--- src/hw/rtl/ply_binary_record_decoder_defines.svh ---
// Assertion macros shared by the point record decoder RTL.
// Each macro expects signals named clock and reset in the including scope.
`ifndef PLY_BINARY_RECORD_DECODER_DEFINES_SVH
`define PLY_BINARY_RECORD_DECODER_DEFINES_SVH

// Consequent must hold in the same cycle as the antecedent.
`define PBRD_ASSERT_SAME(label, ante, cons) \
   label: assert property (@(posedge clock) disable iff (reset) (ante) |-> (cons)) \
      else $error("pbrd: same-cycle check failed");

// Consequent must hold in the cycle after the antecedent.
`define PBRD_ASSERT_NEXT(label, ante, cons) \
   label: assert property (@(posedge clock) disable iff (reset) (ante) |=> (cons)) \
      else $error("pbrd: next-cycle check failed");

`endif

--- src/hw/rtl/pbrd_pkg.sv ---
// Types, codes and conversion helpers for the point record decoder.
// Used by every module of the block; depends on nothing else.
package pbrd_pkg;

   // Field kind codes.
   localparam logic [3:0] KIND_X     = 4'd0;
   localparam logic [3:0] KIND_Y     = 4'd1;
   localparam logic [3:0] KIND_Z     = 4'd2;
   localparam logic [3:0] KIND_RED   = 4'd3;
   localparam logic [3:0] KIND_GREEN = 4'd4;
   localparam logic [3:0] KIND_BLUE  = 4'd5;
   localparam logic [3:0] KIND_NX    = 4'd6;
   localparam logic [3:0] KIND_NY    = 4'd7;
   localparam logic [3:0] KIND_NZ    = 4'd8;
   localparam logic [3:0] KIND_RGB   = 4'd9;
   localparam logic [3:0] KIND_RGBA  = 4'd10;
   localparam logic [3:0] KIND_LABEL = 4'd12;
   localparam logic [3:0] KIND_PART  = 4'd13;

   // Field type codes.
   localparam logic [2:0] TYPE_F32 = 3'd0;
   localparam logic [2:0] TYPE_F64 = 3'd1;
   localparam logic [2:0] TYPE_I8  = 3'd2;
   localparam logic [2:0] TYPE_I32 = 3'd3;
   localparam logic [2:0] TYPE_I64 = 3'd4;
   localparam logic [2:0] TYPE_U8  = 3'd5;
   localparam logic [2:0] TYPE_U32 = 3'd6;
   localparam logic [2:0] TYPE_U64 = 3'd7;

   // Result word slots.
   localparam int unsigned NUM_WORDS = 12;
   localparam logic [3:0] WORD_PX = 4'd0;
   localparam logic [3:0] WORD_PY = 4'd1;
   localparam logic [3:0] WORD_PZ = 4'd2;
   localparam logic [3:0] WORD_NX = 4'd3;
   localparam logic [3:0] WORD_NY = 4'd4;
   localparam logic [3:0] WORD_NZ = 4'd5;
   localparam logic [3:0] WORD_CR = 4'd6;
   localparam logic [3:0] WORD_CG = 4'd7;
   localparam logic [3:0] WORD_CB = 4'd8;
   localparam logic [3:0] WORD_CA = 4'd9;
   localparam logic [3:0] WORD_LB = 4'd10;
   localparam logic [3:0] WORD_PT = 4'd11;

   // Configuration register indexes.
   localparam logic [7:0] CSR_FIELD_COUNT = 8'd0;
   localparam logic [7:0] CSR_DESC_LO     = 8'd1;
   localparam logic [7:0] CSR_DESC_HI     = 8'd2;
   localparam logic [7:0] CSR_POINTS      = 8'd3;

   localparam logic [31:0] F32_ONE = 32'h3F80_0000;
   localparam logic [31:0] U32_MAX = 32'hFFFF_FFFF;

   // Conversion operation carried down the pipeline.
   typedef enum logic [2:0] {
      OP_NONE,
      OP_BITS,
      OP_NORM_INT,
      OP_NORM_DBL,
      OP_ID_FLT,
      OP_COLOR
   } op_type;

   // A completed field leaving the byte assembler.
   typedef struct packed {
      logic        valid;
      logic        last;
      logic [3:0]  kind;
      logic [2:0]  ftype;
      logic [63:0] acc;
   } fld_type;

   // Field after decode, before normalization.
   typedef struct packed {
      logic        valid;
      logic        last;
      op_type      op;
      logic [3:0]  word;
      logic        sign;
      logic        rgb;
      logic [7:0]  exp;
      logic [6:0]  rsh;
      logic [5:0]  lz;
      logic [63:0] mag;
      logic [31:0] bits;
   } prep_type;

   // Field after the shift stage, ready for rounding.
   typedef struct packed {
      logic        valid;
      logic        last;
      op_type      op;
      logic [3:0]  word;
      logic        sign;
      logic        rgb;
      logic [7:0]  exp;
      logic        sticky;
      logic [63:0] n;
      logic [31:0] bits;
   } shf_type;

   // Update to the point under assembly.
   typedef struct packed {
      logic        valid;
      logic        last;
      logic        single;
      logic        color;
      logic [3:0]  word;
      logic [31:0] value;
      logic [31:0] col_r;
      logic [31:0] col_g;
      logic [31:0] col_b;
      logic [31:0] col_a;
   } wr_type;

   // Assembler position, for checking.
   typedef struct packed {
      logic [3:0] field_index;
      logic [2:0] byte_in_field;
   } status_type;

   function automatic logic [3:0] type_bytes(input logic [2:0] t);
      logic [3:0] r;
      case (t)
         TYPE_F64, TYPE_I64, TYPE_U64: r = 4'd8;
         TYPE_I8, TYPE_U8:             r = 4'd1;
         default:                      r = 4'd4;
      endcase
      return r;
   endfunction

   function automatic logic [3:0] kind_word(input logic [3:0] k);
      logic [3:0] r;
      case (k)
         KIND_X:     r = WORD_PX;
         KIND_Y:     r = WORD_PY;
         KIND_Z:     r = WORD_PZ;
         KIND_RED:   r = WORD_CR;
         KIND_GREEN: r = WORD_CG;
         KIND_BLUE:  r = WORD_CB;
         KIND_NX:    r = WORD_NX;
         KIND_NY:    r = WORD_NY;
         KIND_NZ:    r = WORD_NZ;
         default:    r = WORD_PX;
      endcase
      return r;
   endfunction

   // Seven-bit descriptor of one of eight fields in a packed word.
   function automatic logic [6:0] desc_slice(input logic [55:0] w, input logic [2:0] sel);
      return w[7*sel +: 7];
   endfunction

   function automatic logic [2:0] lzc8(input logic [7:0] v);
      logic [2:0] r;
      casez (v)
         8'b1???????: r = 3'd0;
         8'b01??????: r = 3'd1;
         8'b001?????: r = 3'd2;
         8'b0001????: r = 3'd3;
         8'b00001???: r = 3'd4;
         8'b000001??: r = 3'd5;
         8'b0000001?: r = 3'd6;
         default:     r = 3'd7;
      endcase
      return r;
   endfunction

   // Leading zero count in two levels: per byte, then the first nonzero byte.
   function automatic logic [5:0] lzc64(input logic [63:0] v);
      logic [5:0] r;
      logic       found;
      r = 6'd63;
      found = 1'b0;
      for (int g = 7; g >= 0; g--) begin
         if (!found && (|v[g*8 +: 8])) begin
            r = {3'(7 - g), lzc8(v[g*8 +: 8])};
            found = 1'b1;
         end
      end
      return r;
   endfunction

   // v / 255 as float32. In binary v/255 is the byte v repeated forever, so
   // the significand is read off the repeated pattern. The tail past the
   // round bit always holds a one, so rounding is up exactly when the round
   // bit is set. Full scale is exactly one.
   function automatic logic [31:0] div255(input logic [7:0] v);
      logic [2:0]  lz;
      logic [39:0] rep;
      logic [39:0] sh;
      logic [31:0] r;
      lz  = lzc8(v);
      rep = {5{v}};
      sh  = rep << ({1'b0, lz} + 4'd1);
      if (v == 8'd0) begin
         r = 32'd0;
      end else if (v == 8'hFF) begin
         r = F32_ONE;
      end else begin
         r = {1'b0, 8'd126 - {5'd0, lz}, sh[39:17]} + {31'd0, sh[16]};
      end
      return r;
   endfunction

endpackage

--- src/hw/rtl/pbrd_assembler.sv ---
// Byte assembler: configuration registers, field walk and point count.
// Gathers big-endian bytes into fields; depends on pbrd_pkg.
module pbrd_assembler #(
   parameter int MAX_FIELDS = 16
) (
   input  logic                   clock,
   input  logic                   reset,
   input  logic                   advance,
   input  logic                   req_valid,
   input  logic [7:0]             req_data_byte,
   input  logic                   csr_valid,
   input  logic [7:0]             csr_index,
   input  logic [63:0]            csr_wdata,
   output logic                   clear_point,
   output pbrd_pkg::fld_type      fld_o,
   output pbrd_pkg::status_type   stat_o
);
   import pbrd_pkg::*;

   logic [4:0]  field_count_ff;
   logic [55:0] desc_lo_ff;
   logic [55:0] desc_hi_ff;
   logic [31:0] points_expected_ff;
   logic [31:0] points_done_ff, points_done_in;
   logic [3:0]  field_index_ff, field_index_in;
   logic [2:0]  byte_in_field_ff, byte_in_field_in;
   logic [63:0] acc_ff, acc_in;
   fld_type     fld_ff, fld_in;

   logic [4:0]  count;
   logic        running;
   logic        accept;
   logic [6:0]  desc;
   logic [63:0] acc_next;
   logic [3:0]  bif_inc;
   logic [4:0]  idx_inc;
   logic        field_end;
   logic        point_end;

   // Active field count and whether decoding still runs.
   assign count   = (field_count_ff > 5'(MAX_FIELDS)) ? 5'(MAX_FIELDS) : field_count_ff;
   assign running = (count != 5'd0) && (points_done_ff < points_expected_ff);
   assign accept  = req_valid && advance;

   // Descriptor of the current field and progress through it.
   assign desc      = field_index_ff[3] ? desc_slice(desc_hi_ff, field_index_ff[2:0])
                                        : desc_slice(desc_lo_ff, field_index_ff[2:0]);
   assign acc_next  = {acc_ff[55:0], req_data_byte};
   assign bif_inc   = {1'b0, byte_in_field_ff} + 4'd1;
   assign idx_inc   = {1'b0, field_index_ff} + 5'd1;
   assign field_end = (bif_inc == type_bytes(desc[2:0]));
   assign point_end = (idx_inc == count);

   // A write to the format registers abandons the point under assembly.
   assign clear_point = csr_valid && ((csr_index == CSR_FIELD_COUNT) ||
                                      (csr_index == CSR_DESC_LO) ||
                                      (csr_index == CSR_DESC_HI));

   // Next state of the field walk.
   always_comb begin
      field_index_in   = field_index_ff;
      byte_in_field_in = byte_in_field_ff;
      acc_in           = acc_ff;
      points_done_in   = points_done_ff;
      if (clear_point) begin
         field_index_in   = 4'd0;
         byte_in_field_in = 3'd0;
         acc_in           = 64'd0;
      end else if (accept && running) begin
         if (field_end) begin
            acc_in           = 64'd0;
            byte_in_field_in = 3'd0;
            if (point_end) begin
               field_index_in = 4'd0;
               points_done_in = points_done_ff + 32'd1;
            end else begin
               field_index_in = idx_inc[3:0];
            end
         end else begin
            acc_in           = acc_next;
            byte_in_field_in = bif_inc[2:0];
         end
      end
   end

   // Completed field word for the conversion pipeline.
   always_comb begin
      fld_in       = fld_ff;
      fld_in.valid = accept && running && field_end && !clear_point;
      fld_in.last  = point_end;
      fld_in.kind  = desc[6:3];
      fld_in.ftype = desc[2:0];
      fld_in.acc   = acc_next;
   end

   always_ff @(posedge clock) begin
      if (reset) begin
         field_count_ff     <= 5'd0;
         desc_lo_ff         <= 56'd0;
         desc_hi_ff         <= 56'd0;
         points_expected_ff <= 32'd0;
         points_done_ff     <= 32'd0;
         field_index_ff     <= 4'd0;
         byte_in_field_ff   <= 3'd0;
         acc_ff             <= 64'd0;
         fld_ff.valid       <= 1'b0;
      end else begin
         if (csr_valid) begin
            case (csr_index)
               CSR_FIELD_COUNT: field_count_ff     <= csr_wdata[4:0];
               CSR_DESC_LO:     desc_lo_ff         <= csr_wdata[55:0];
               CSR_DESC_HI:     desc_hi_ff         <= csr_wdata[55:0];
               CSR_POINTS:      points_expected_ff <= csr_wdata[31:0];
               default:         ;
            endcase
         end
         points_done_ff   <= points_done_in;
         field_index_ff   <= field_index_in;
         byte_in_field_ff <= byte_in_field_in;
         acc_ff           <= acc_in;
         if (advance) begin
            fld_ff <= fld_in;
         end
      end
   end

   assign fld_o  = fld_ff;
   assign stat_o = '{field_index: field_index_ff, byte_in_field: byte_in_field_ff};

endmodule

--- src/hw/rtl/pbrd_convert.sv ---
// Conversion pipeline: decode, leading zero count and alignment shift.
// Three register stages between the assembler and rounding; uses pbrd_pkg.
module pbrd_convert (
   input  logic              clock,
   input  logic              reset,
   input  logic              advance,
   input  pbrd_pkg::fld_type fld_i,
   output pbrd_pkg::shf_type shf_o
);
   import pbrd_pkg::*;

   prep_type s2_ff, s2_in;
   prep_type s3_ff, s3_in;
   shf_type  s4_ff, s4_in;

   logic [63:0]        ival;
   logic               ineg;
   logic [63:0]        imag;
   logic               ds;
   logic [10:0]        de;
   logic [51:0]        df;
   logic signed [12:0] dbe;
   logic signed [12:0] dneg;
   logic               dnan;
   logic               fs;
   logic [7:0]         fe;
   logic [22:0]        fm;
   logic               fnan;
   logic [7:0]         frsh;
   logic [10:0]        drsh;
   logic [63:0]        rmask;

   // Stage 2: split the field by kind and type.
   always_comb begin
      case (fld_i.ftype)
         TYPE_I8: begin
            ival = {{56{fld_i.acc[7]}}, fld_i.acc[7:0]};
            ineg = fld_i.acc[7];
         end
         TYPE_I32: begin
            ival = {{32{fld_i.acc[31]}}, fld_i.acc[31:0]};
            ineg = fld_i.acc[31];
         end
         TYPE_I64: begin
            ival = fld_i.acc;
            ineg = fld_i.acc[63];
         end
         TYPE_U8: begin
            ival = {56'd0, fld_i.acc[7:0]};
            ineg = 1'b0;
         end
         TYPE_U32: begin
            ival = {32'd0, fld_i.acc[31:0]};
            ineg = 1'b0;
         end
         default: begin
            ival = fld_i.acc;
            ineg = 1'b0;
         end
      endcase
      imag = ineg ? (~ival + 64'd1) : ival;

      ds   = fld_i.acc[63];
      de   = fld_i.acc[62:52];
      df   = fld_i.acc[51:0];
      dnan = (de == 11'h7FF) && (df != 52'd0);
      dbe  = $signed({2'b00, de}) - 13'sd896;
      dneg = 13'sd1 - dbe;
      drsh = 11'd1086 - de;

      fs   = fld_i.acc[31];
      fe   = fld_i.acc[30:23];
      fm   = fld_i.acc[22:0];
      fnan = (fe == 8'hFF) && (fm != 23'd0);
      frsh = 8'd190 - fe;

      s2_in       = '0;
      s2_in.valid = fld_i.valid;
      s2_in.last  = fld_i.last;
      s2_in.op    = OP_NONE;

      if (fld_i.kind <= KIND_NZ) begin
         // Numeric kinds become float32.
         s2_in.word = kind_word(fld_i.kind);
         case (fld_i.ftype)
            TYPE_F32: begin
               s2_in.op   = OP_BITS;
               s2_in.bits = fld_i.acc[31:0];
            end
            TYPE_F64: begin
               s2_in.op = OP_BITS;
               if (de == 11'h7FF) begin
                  s2_in.bits = dnan ? {ds, 8'hFF, 1'b1, df[50:29]} : {ds, 8'hFF, 23'd0};
               end else if (de == 11'd0) begin
                  s2_in.bits = {ds, 31'd0};
               end else if (dbe >= 13'sd255) begin
                  s2_in.bits = {ds, 8'hFF, 23'd0};
               end else begin
                  s2_in.op   = OP_NORM_DBL;
                  s2_in.sign = ds;
                  s2_in.mag  = {1'b1, df, 11'd0};
                  if (dbe >= 13'sd1) begin
                     s2_in.exp = dbe[7:0];
                     s2_in.rsh = 7'd0;
                  end else begin
                     // Result is subnormal: shift right and hold the exponent.
                     s2_in.exp = 8'd1;
                     s2_in.rsh = (dneg >= 13'sd64) ? 7'd64 : dneg[6:0];
                  end
               end
            end
            default: begin
               if (ival == 64'd0) begin
                  s2_in.op   = OP_BITS;
                  s2_in.bits = 32'd0;
               end else begin
                  s2_in.op   = OP_NORM_INT;
                  s2_in.sign = ineg;
                  s2_in.mag  = imag;
               end
            end
         endcase
      end else if ((fld_i.kind == KIND_RGB) || (fld_i.kind == KIND_RGBA)) begin
         // Packed color only with a four-byte type.
         if (type_bytes(fld_i.ftype) == 4'd4) begin
            s2_in.op   = OP_COLOR;
            s2_in.bits = fld_i.acc[31:0];
            s2_in.rgb  = (fld_i.kind == KIND_RGB);
         end
      end else if ((fld_i.kind == KIND_LABEL) || (fld_i.kind == KIND_PART)) begin
         // Identifiers: truncate toward zero and saturate to 32 bits.
         s2_in.word = (fld_i.kind == KIND_LABEL) ? WORD_LB : WORD_PT;
         s2_in.op   = OP_BITS;
         case (fld_i.ftype)
            TYPE_F32: begin
               if (fs || fnan || (fe < 8'd127)) begin
                  s2_in.bits = 32'd0;
               end else if (fe >= 8'd159) begin
                  s2_in.bits = U32_MAX;
               end else begin
                  s2_in.op  = OP_ID_FLT;
                  s2_in.mag = {1'b1, fm, 40'd0};
                  s2_in.rsh = frsh[6:0];
               end
            end
            TYPE_F64: begin
               if (ds || dnan || (de < 11'd1023)) begin
                  s2_in.bits = 32'd0;
               end else if (de >= 11'd1055) begin
                  s2_in.bits = U32_MAX;
               end else begin
                  s2_in.op  = OP_ID_FLT;
                  s2_in.mag = {1'b1, df, 11'd0};
                  s2_in.rsh = drsh[6:0];
               end
            end
            default: begin
               if (ineg) begin
                  s2_in.bits = 32'd0;
               end else if (|ival[63:32]) begin
                  s2_in.bits = U32_MAX;
               end else begin
                  s2_in.bits = ival[31:0];
               end
            end
         endcase
      end
   end

   // Stage 3: leading zero count of integer magnitudes.
   always_comb begin
      s3_in    = s2_ff;
      s3_in.lz = lzc64(s2_ff.mag);
   end

   // Stage 4: normalize integers left, align doubles and identifiers right.
   always_comb begin
      s4_in.valid = s3_ff.valid;
      s4_in.last  = s3_ff.last;
      s4_in.op    = s3_ff.op;
      s4_in.word  = s3_ff.word;
      s4_in.sign  = s3_ff.sign;
      s4_in.rgb   = s3_ff.rgb;
      s4_in.bits  = s3_ff.bits;
      rmask       = ~({64{1'b1}} << s3_ff.rsh[5:0]);
      if (s3_ff.op == OP_NORM_INT) begin
         s4_in.n      = s3_ff.mag << s3_ff.lz;
         s4_in.exp    = 8'd190 - {2'b00, s3_ff.lz};
         s4_in.sticky = 1'b0;
      end else if (s3_ff.rsh[6]) begin
         s4_in.n      = 64'd0;
         s4_in.exp    = s3_ff.exp;
         s4_in.sticky = |s3_ff.mag;
      end else begin
         s4_in.n      = s3_ff.mag >> s3_ff.rsh[5:0];
         s4_in.exp    = s3_ff.exp;
         s4_in.sticky = |(s3_ff.mag & rmask);
      end
   end

   always_ff @(posedge clock) begin
      if (reset) begin
         s2_ff.valid <= 1'b0;
         s3_ff.valid <= 1'b0;
         s4_ff.valid <= 1'b0;
      end else if (advance) begin
         s2_ff <= s2_in;
         s3_ff <= s3_in;
         s4_ff <= s4_in;
      end
   end

   assign shf_o = s4_ff;

endmodule

--- src/hw/rtl/pbrd_pack.sv ---
// Rounding and packing: turns an aligned field into result word updates.
// Round to nearest even, plus the packed color scaling; uses pbrd_pkg.
module pbrd_pack (
   input  pbrd_pkg::shf_type shf_i,
   output pbrd_pkg::wr_type  wr_o
);
   import pbrd_pkg::*;

   logic [23:0] mant;
   logic        rnd;
   logic        sticky;
   logic        up;
   logic [30:0] mag31;

   // Round to nearest, ties to even; a carry runs into the exponent.
   assign mant   = shf_i.n[63:40];
   assign rnd    = shf_i.n[39];
   assign sticky = (|shf_i.n[38:0]) || shf_i.sticky;
   assign up     = rnd && (sticky || mant[0]);
   assign mag31  = {shf_i.exp - 8'd1, 23'd0} + {7'd0, mant} + {30'd0, up};

   // Select the update for the point under assembly.
   always_comb begin
      wr_o        = '0;
      wr_o.valid  = shf_i.valid;
      wr_o.last   = shf_i.last;
      wr_o.word   = shf_i.word;
      wr_o.col_r  = div255(shf_i.bits[31:24]);
      wr_o.col_g  = div255(shf_i.bits[23:16]);
      wr_o.col_b  = div255(shf_i.bits[15:8]);
      wr_o.col_a  = shf_i.rgb ? F32_ONE : div255(shf_i.bits[7:0]);
      case (shf_i.op)
         OP_BITS: begin
            wr_o.single = 1'b1;
            wr_o.value  = shf_i.bits;
         end
         OP_NORM_INT, OP_NORM_DBL: begin
            wr_o.single = 1'b1;
            wr_o.value  = {shf_i.sign, mag31};
         end
         OP_ID_FLT: begin
            wr_o.single = 1'b1;
            wr_o.value  = shf_i.n[31:0];
         end
         OP_COLOR: begin
            wr_o.color = 1'b1;
         end
         default: ;
      endcase
   end

endmodule

--- src/hw/rtl/pbrd_record.sv ---
// Point record: holds the twelve result words and the result register.
// Emits a record when the last field of a point arrives; uses pbrd_pkg.
module pbrd_record (
   input  logic             clock,
   input  logic             reset,
   input  logic             advance,
   input  logic             clear_point,
   input  pbrd_pkg::wr_type wr_i,
   output logic             rsp_valid,
   output logic [31:0]      rsp_pos_x,
   output logic [31:0]      rsp_pos_y,
   output logic [31:0]      rsp_pos_z,
   output logic [31:0]      rsp_norm_x,
   output logic [31:0]      rsp_norm_y,
   output logic [31:0]      rsp_norm_z,
   output logic [31:0]      rsp_col_r,
   output logic [31:0]      rsp_col_g,
   output logic [31:0]      rsp_col_b,
   output logic [31:0]      rsp_col_a,
   output logic [31:0]      rsp_label_id,
   output logic [31:0]      rsp_part_id
);
   import pbrd_pkg::*;

   logic [31:0] point_ff [NUM_WORDS];
   logic [31:0] point_in [NUM_WORDS];
   logic [31:0] rec_ff   [NUM_WORDS];
   logic        rsp_valid_ff;

   // Merge this cycle's update into the point words.
   always_comb begin
      point_in = point_ff;
      if (wr_i.single) begin
         point_in[wr_i.word] = wr_i.value;
      end
      if (wr_i.color) begin
         point_in[WORD_CR] = wr_i.col_r;
         point_in[WORD_CG] = wr_i.col_g;
         point_in[WORD_CB] = wr_i.col_b;
         point_in[WORD_CA] = wr_i.col_a;
      end
   end

   always_ff @(posedge clock) begin
      if (reset) begin
         rsp_valid_ff <= 1'b0;
         for (int i = 0; i < NUM_WORDS; i++) begin
            point_ff[i] <= 32'd0;
         end
      end else begin
         if (advance) begin
            rsp_valid_ff <= wr_i.valid && wr_i.last;
         end
         if (clear_point) begin
            for (int i = 0; i < NUM_WORDS; i++) begin
               point_ff[i] <= 32'd0;
            end
         end else if (advance && wr_i.valid) begin
            if (wr_i.last) begin
               for (int i = 0; i < NUM_WORDS; i++) begin
                  point_ff[i] <= 32'd0;
               end
            end else begin
               point_ff <= point_in;
            end
         end
      end
   end

   // Result register payload.
   always_ff @(posedge clock) begin
      if (advance && wr_i.valid && wr_i.last) begin
         rec_ff <= point_in;
      end
   end

   assign rsp_valid    = rsp_valid_ff;
   assign rsp_pos_x    = rec_ff[WORD_PX];
   assign rsp_pos_y    = rec_ff[WORD_PY];
   assign rsp_pos_z    = rec_ff[WORD_PZ];
   assign rsp_norm_x   = rec_ff[WORD_NX];
   assign rsp_norm_y   = rec_ff[WORD_NY];
   assign rsp_norm_z   = rec_ff[WORD_NZ];
   assign rsp_col_r    = rec_ff[WORD_CR];
   assign rsp_col_g    = rec_ff[WORD_CG];
   assign rsp_col_b    = rec_ff[WORD_CB];
   assign rsp_col_a    = rec_ff[WORD_CA];
   assign rsp_label_id = rec_ff[WORD_LB];
   assign rsp_part_id  = rec_ff[WORD_PT];

endmodule

--- src/hw/rtl/ply_binary_record_decoder.sv ---
// Big-endian binary point record decoder: one byte word accepted per cycle.
// Path of the last byte of a point: assembler, decode, zero count, shift,
// then round into the result register, which makes the record valid.
// Throughput: one byte per cycle; the pipeline stalls only while a record
// waits in the result register. Synchronous reset clears configuration,
// counters, the point under assembly and all valid bits.
`include "ply_binary_record_decoder_defines.svh"

module ply_binary_record_decoder #(
   parameter int MAX_FIELDS = 16
) (
   input  logic        clock,
   input  logic        reset,
   input  logic        req_valid,
   output logic        req_ready,
   input  logic [7:0]  req_data_byte,
   output logic        rsp_valid,
   input  logic        rsp_ready,
   output logic [31:0] rsp_pos_x,
   output logic [31:0] rsp_pos_y,
   output logic [31:0] rsp_pos_z,
   output logic [31:0] rsp_norm_x,
   output logic [31:0] rsp_norm_y,
   output logic [31:0] rsp_norm_z,
   output logic [31:0] rsp_col_r,
   output logic [31:0] rsp_col_g,
   output logic [31:0] rsp_col_b,
   output logic [31:0] rsp_col_a,
   output logic [31:0] rsp_label_id,
   output logic [31:0] rsp_part_id,
   input  logic        csr_valid,
   output logic        csr_ready,
   input  logic [7:0]  csr_index,
   input  logic [63:0] csr_wdata
);
   import pbrd_pkg::*;

   logic       advance;
   logic       clear_point;
   fld_type    fld;
   shf_type    shf;
   wr_type     wr;
   status_type stat;

   // Whole pipeline moves unless a record is held in the result register.
   assign advance   = !rsp_valid || rsp_ready;
   assign req_ready = advance;
   assign csr_ready = 1'b1;

   pbrd_assembler #(
      .MAX_FIELDS (MAX_FIELDS)
   ) u_assembler (
      .clock         (clock),
      .reset         (reset),
      .advance       (advance),
      .req_valid     (req_valid),
      .req_data_byte (req_data_byte),
      .csr_valid     (csr_valid),
      .csr_index     (csr_index),
      .csr_wdata     (csr_wdata),
      .clear_point   (clear_point),
      .fld_o         (fld),
      .stat_o        (stat)
   );

   pbrd_convert u_convert (
      .clock   (clock),
      .reset   (reset),
      .advance (advance),
      .fld_i   (fld),
      .shf_o   (shf)
   );

   pbrd_pack u_pack (
      .shf_i (shf),
      .wr_o  (wr)
   );

   pbrd_record u_record (
      .clock        (clock),
      .reset        (reset),
      .advance      (advance),
      .clear_point  (clear_point),
      .wr_i         (wr),
      .rsp_valid    (rsp_valid),
      .rsp_pos_x    (rsp_pos_x),
      .rsp_pos_y    (rsp_pos_y),
      .rsp_pos_z    (rsp_pos_z),
      .rsp_norm_x   (rsp_norm_x),
      .rsp_norm_y   (rsp_norm_y),
      .rsp_norm_z   (rsp_norm_z),
      .rsp_col_r    (rsp_col_r),
      .rsp_col_g    (rsp_col_g),
      .rsp_col_b    (rsp_col_b),
      .rsp_col_a    (rsp_col_a),
      .rsp_label_id (rsp_label_id),
      .rsp_part_id  (rsp_part_id)
   );

   // A new record only follows the last field of a point leaving the shift stage.
   `PBRD_ASSERT_SAME(a_rec_from_last, $rose(rsp_valid), $past(shf.valid && shf.last))
   // A stalled field in the shift stage is not dropped.
   `PBRD_ASSERT_NEXT(a_stall_holds, !advance && shf.valid, shf.valid)
   // A format write restarts the field walk.
   `PBRD_ASSERT_NEXT(a_fmt_clears,
      csr_valid && csr_ready && ((csr_index == CSR_FIELD_COUNT) ||
      (csr_index == CSR_DESC_LO) || (csr_index == CSR_DESC_HI)),
      (stat.field_index == 4'd0) && (stat.byte_in_field == 3'd0))

endmodule
--- config.mk ---
export PLATFORM = sky130hd
export DESIGN_NAME = ply_binary_record_decoder
export DESIGN_NICKNAME = d
export VERILOG_FILES = /design/src/hw/rtl/pbrd_pkg.sv /design/src/hw/rtl/pbrd_assembler.sv /design/src/hw/rtl/pbrd_convert.sv /design/src/hw/rtl/pbrd_pack.sv /design/src/hw/rtl/pbrd_record.sv /design/src/hw/rtl/ply_binary_record_decoder.sv
export VERILOG_INCLUDE_DIRS = /design/src /design/src/hw/rtl
export SDC_FILE = /design/constraint.sdc
export NUM_CORES = 2
export LEC_CHECK = 0
export ABC_AREA = 1
export ABC_CLOCK_PERIOD_IN_PS = 26500
export BUFFER_PORTS_ARGS = -buffer_cell sky130_fd_sc_hd__buf_2
export CAP_MARGIN = 30
export CORE_MARGIN = 2
export CORE_UTILIZATION = 62
export CTS_CLUSTER_SIZE = 16
export DETAILED_ROUTE_END_ITERATION = 8
export HOLD_SLACK_MARGIN = 0.03
export PLACE_DENSITY = 0.81
export SETUP_SLACK_MARGIN = 0.02
export SLEW_MARGIN = 20
export SYNTH_ARGS = -nofsm -noshare
export SYNTH_HDL_FRONTEND = slang
export SYNTH_HIERARCHICAL = 1
export SYNTH_SLANG_ARGS = --single-unit
--- constraint.sdc ---
create_clock -name clock -period 26.5 [get_ports clock]
set_input_delay 2.65 -clock clock [delete_from_list [all_inputs] [get_ports clock]]
set_output_delay 2.65 -clock clock [all_outputs]
set_load 0.005 [all_outputs]
==> out/qor.yml <==
pwr:
  vdd_drop_max_v: 0.00006829
  leakagePower_nw: 34.13
  power_density_nw_per_um2: 61.48
layout:
  finalNetCount: 10079
  layout-area-overhead-vs-synth_pct: 10.43
  drive_gt1_frac: 0.1245
  fin_util: 0.6884
  fillerInstances: 9664
outcome:
  status: "finished with violations"
  violations: "design-rule violations"
floorplanning:
  pin_count: 472
  initial_core_util: 0.6234
  fp.coreArea_um2: 123500
  rows: 129
  die_h_um: 356.3
  die_area_um2: 127000
  fp.dieW_um: 356.3
global_routing:
  globalRouteOverflowTotal: 0
  grt_max_degree: 149
  track_usage: 0.4128
  grtUsageMet3: 0.08046
  met2_usage: 0.6408
  antenna_found_initial: 5
  grt-busiest-layer: "met2"
  grt_pass1_wl_um: 400700
  grt_pass1_vias: 66862
  gr-usage-met1: 0.5102
sta:
  fin_skew_ns: 0.04711
  max_slew.worst_pin.slew_ns: 1.152
  max_freq_ghz: 0.1466
  fin_setup_tns_ns: 0
  slew_headroom: 0.2241
  hold_viol: 0
  holdWs_ns: 0.4008
  min_period_ns: 6.819
  rsz0062_at_grt: "false"
  finalMaxSlewViolations: 0
  setup_viol: 0
  min_period_over_period: 0.2573
synthesis:
  synthFlopType: "edfxtp_1"
  syn_area_um2: 76970
  ys_types: 62
  ys_warn_count: 6
  synth_seq_cells: 1452
  synthAdderAreaFrac: 0.01138
  synth-simple-area-share: 0.2829
  synth_area_leader_cell: "edfxtp_1"
  synth_top_family_by_area: "simple AND/OR/NAND/NOR gates"
  synth-xor-area-share: 0.01084
  synthArstFlopShare: 0
  synth_compound_area_frac: 0.1324
  synth_mux_area_frac: 0.01066
  synthCells: 9791
  synth_edf_count: 819
  synth_top_area_frac: 0.3195
  synthTopCellsByArea: "edfxtp_1, dfxtp_1, nand2_1, a21oi_1, nand3_1"
  synth.yosys.seq_area_share: 0.4842
  avgSynthCellArea_um2: 7.861
worst_setup_path:
  end_kind: "register"
  r2r_slack_ns: 21.29
  path_cells: "buf_2, inv_1, nand2_1, nand2_4, nor2_4, buf_4, buf_4, buf_4, buf_4"
  worst_ep_arrival_time_ns: 7.25
  slowest_delay_ns: 0.80
  critical_path.startpoint: "rsp_ready"
  critPathKind: "in2reg"
  rr_startpoint: "u_record/rsp_valid$_SDFFE_PP0P_"
  startpoint_type: "input pin"
  required_ns: 26.93
  path_max_fanout: 71
  cpMostUsedCell: "buf_4"
  slowest_stage: "buf_4"
route:
  drcViolationCount: 2
  viasPerCell: 6.227
  wl_per_cell_um: 23.11
  routed_wl_um: 270000
  ant_nets: 0
  drtIter0Drc: 10695
  vias: 72779
  dr.pass1.iters: 9
worst_hold_path:
  min-delay-start: "u_assembler/acc_ff[53]$_SDFFE_PP0N_"
  hold_path_class: "reg2reg"
clock_tree:
  numCtsBuffers: 146
  cts_resized: 0
  postCtsSetupBuffers: 0
  root_buffer: "clkbuf_16"
  clk_transition_reported_paths_ns: 0.06
  clock_path_buffers: 3
  clk_latency_ns: 0.83
  tritoncts: "yes"
  postCtsHoldBufs: 0
  clkSinkCount: 1452
  htree_num_levels: 4
placed_design:
  io_buffers: 462
  post-dp-hpwl_um: 190500
  gp_congestion: 1.092
flow_run:
  maxCapViolCount: 0
## flip-flops by register name (all words and copies together) (netlist names), 5 cells and up
register,cells
u_record/point_ff,384
u_convert/s3_ff,128
u_convert/s2_ff,122
u_convert/shf_o,116
u_assembler/fld_o,73
u_assembler/acc_ff,56
u_assembler/desc_hi_ff,56
u_assembler/desc_lo_ff,56
u_assembler/points_done_ff,32
u_assembler/points_expected_ff,32
u_record/rsp_col_a,32
u_record/rsp_col_b,32
u_record/rsp_col_g,32
u_record/rsp_col_r,32
u_record/rsp_label_id,32
u_record/rsp_norm_x,32
u_record/rsp_norm_y,32
u_record/rsp_norm_z,32
u_record/rsp_part_id,32
u_record/rsp_pos_x,32
u_record/rsp_pos_y,32
u_record/rsp_pos_z,32
u_assembler/field_count_ff,5
## routing by layer
layer  routed length, µm  vias up  share of wire
li1                    -    33311              -
met1               97610    33830           0.36
met2              121600     4608           0.45
met3               26820     1026          0.099
met4               24000        4          0.089
met5                  17        -       0.000063
## cells by family (layout without fill, tap and decap cells)
family	Yosys count	in the layout
AO/OA/AOI/OAI	1928	1928
XOR/XNOR	91	91
adder cells (fa/ha/maj)	70	70
buffers and inverters	1259	1509
flip-flops	1452	1452
multiplexers	82	82
other	2	11
AND/OR/NAND/NOR	4907	4907
## cell type report
cell class                      count  area (µm²)  share of cell area
Sequential cell                  1452       37270              0.4384
Multi-Input combinational cell   7086       34760              0.4090
Clock buffer                      199        4066             0.04784
Timing Repair Buffer              588        3503             0.04122
Inverter                          650        2449             0.02881
Tap cell                         1637        2048             0.02410
Clock inverter                     72       897.1             0.01055
Antenna cell                        3       7.507          0.00008832
## report_power, final
part           switching (mW)  internal, mW
logic                   0.467         0.164
clock network           0.918          1.20
registers              0.0489          2.42
## synthesized netlist by cell type (all sizes together) (6+ instances only)
cell type	count
xor2	63
edfxtp	819
and2	131
a211oi	6
a21oi	844
xnor2	28
nand3b	13
o31ai	7
mux2i	82
o22ai	37
o211ai	49
dfxtp	633
ha	70
a31oi	10
a21boi	6
nor2	695
buf	190
nand2	2685
inv	639
clkinv	11
clkbuf	419
o21ai	876
or2	197
nor3	93
a22oi	35
nand3	874
nor4	31
nand4	185
o221ai	29
## critical path, delay by kind of cell
| family | cells | cell delay (ns) |
|---|---|---|
| buffers and inverters | 6 | 3.23 |
| and+or+nand+nor | 3 | 1.14 |
## final timing paths
check                                                   endpoint  depth (start not counted)
worst min-delay path             u_assembler/fld_o[61]$_DFFE_PP_                          0
worst min register to register   u_assembler/fld_o[61]$_DFFE_PP_                          0
worst max register to register  u_record/rsp_col_r[27]$_DFFE_PP_                          7
worst max-delay path            u_record/rsp_col_r[27]$_DFFE_PP_                          9
## layout by cell type (no fill, tap or decap), types with 11 or more instances in the layout
| cell type | count |
|---|---|
| nor2_1 | 624 |
| nand3_1 | 820 |
| inv_2 | 28 |
| a21oi_1 | 843 |
| ha_1 | 70 |
| dfxtp_1 | 632 |
| o21ai_0 | 770 |
| clkbuf_16 | 149 |
| nor3_1 | 82 |
| o21ai_1 | 101 |
| clkinv_2 | 24 |
| edfxtp_1 | 819 |
| bufinv_16 | 11 |
| nand3b_1 | 13 |
| and2_1 | 131 |
| mux2i_1 | 82 |
| nand4_1 | 185 |
| xnor2_1 | 26 |
| buf_4 | 107 |
| nand2_2 | 47 |
| nand2_1 | 2629 |
| nor3_2 | 11 |
| o211ai_1 | 49 |
| nor4_1 | 31 |
| nand3_2 | 46 |
| clkbuf_8 | 15 |
| o22ai_1 | 37 |
| clkinv_1 | 21 |
| clkbuf_1 | 35 |
| a22oi_1 | 35 |
| buf_2 | 463 |
| o221ai_1 | 21 |
| or2_2 | 196 |
| xor2_1 | 63 |
| nor2_2 | 44 |
| inv_1 | 610 |
| nor2_4 | 26 |
## metrics by stage
stage                     area [µm²]  setup slack, ns  instances  total power, mW
after CTS                      84790            19.17      11675            5.209
final                          85000            19.68      11687            5.225
after floorplan                76990            6.169       9797            2.918
after global routing           84990            19.38      11684            5.376
after detailed placement       79830            18.31      11404            3.121
after global placement         79640            18.52      11394            3.112
No activity file was read; power rests on OpenSTA's default activity.
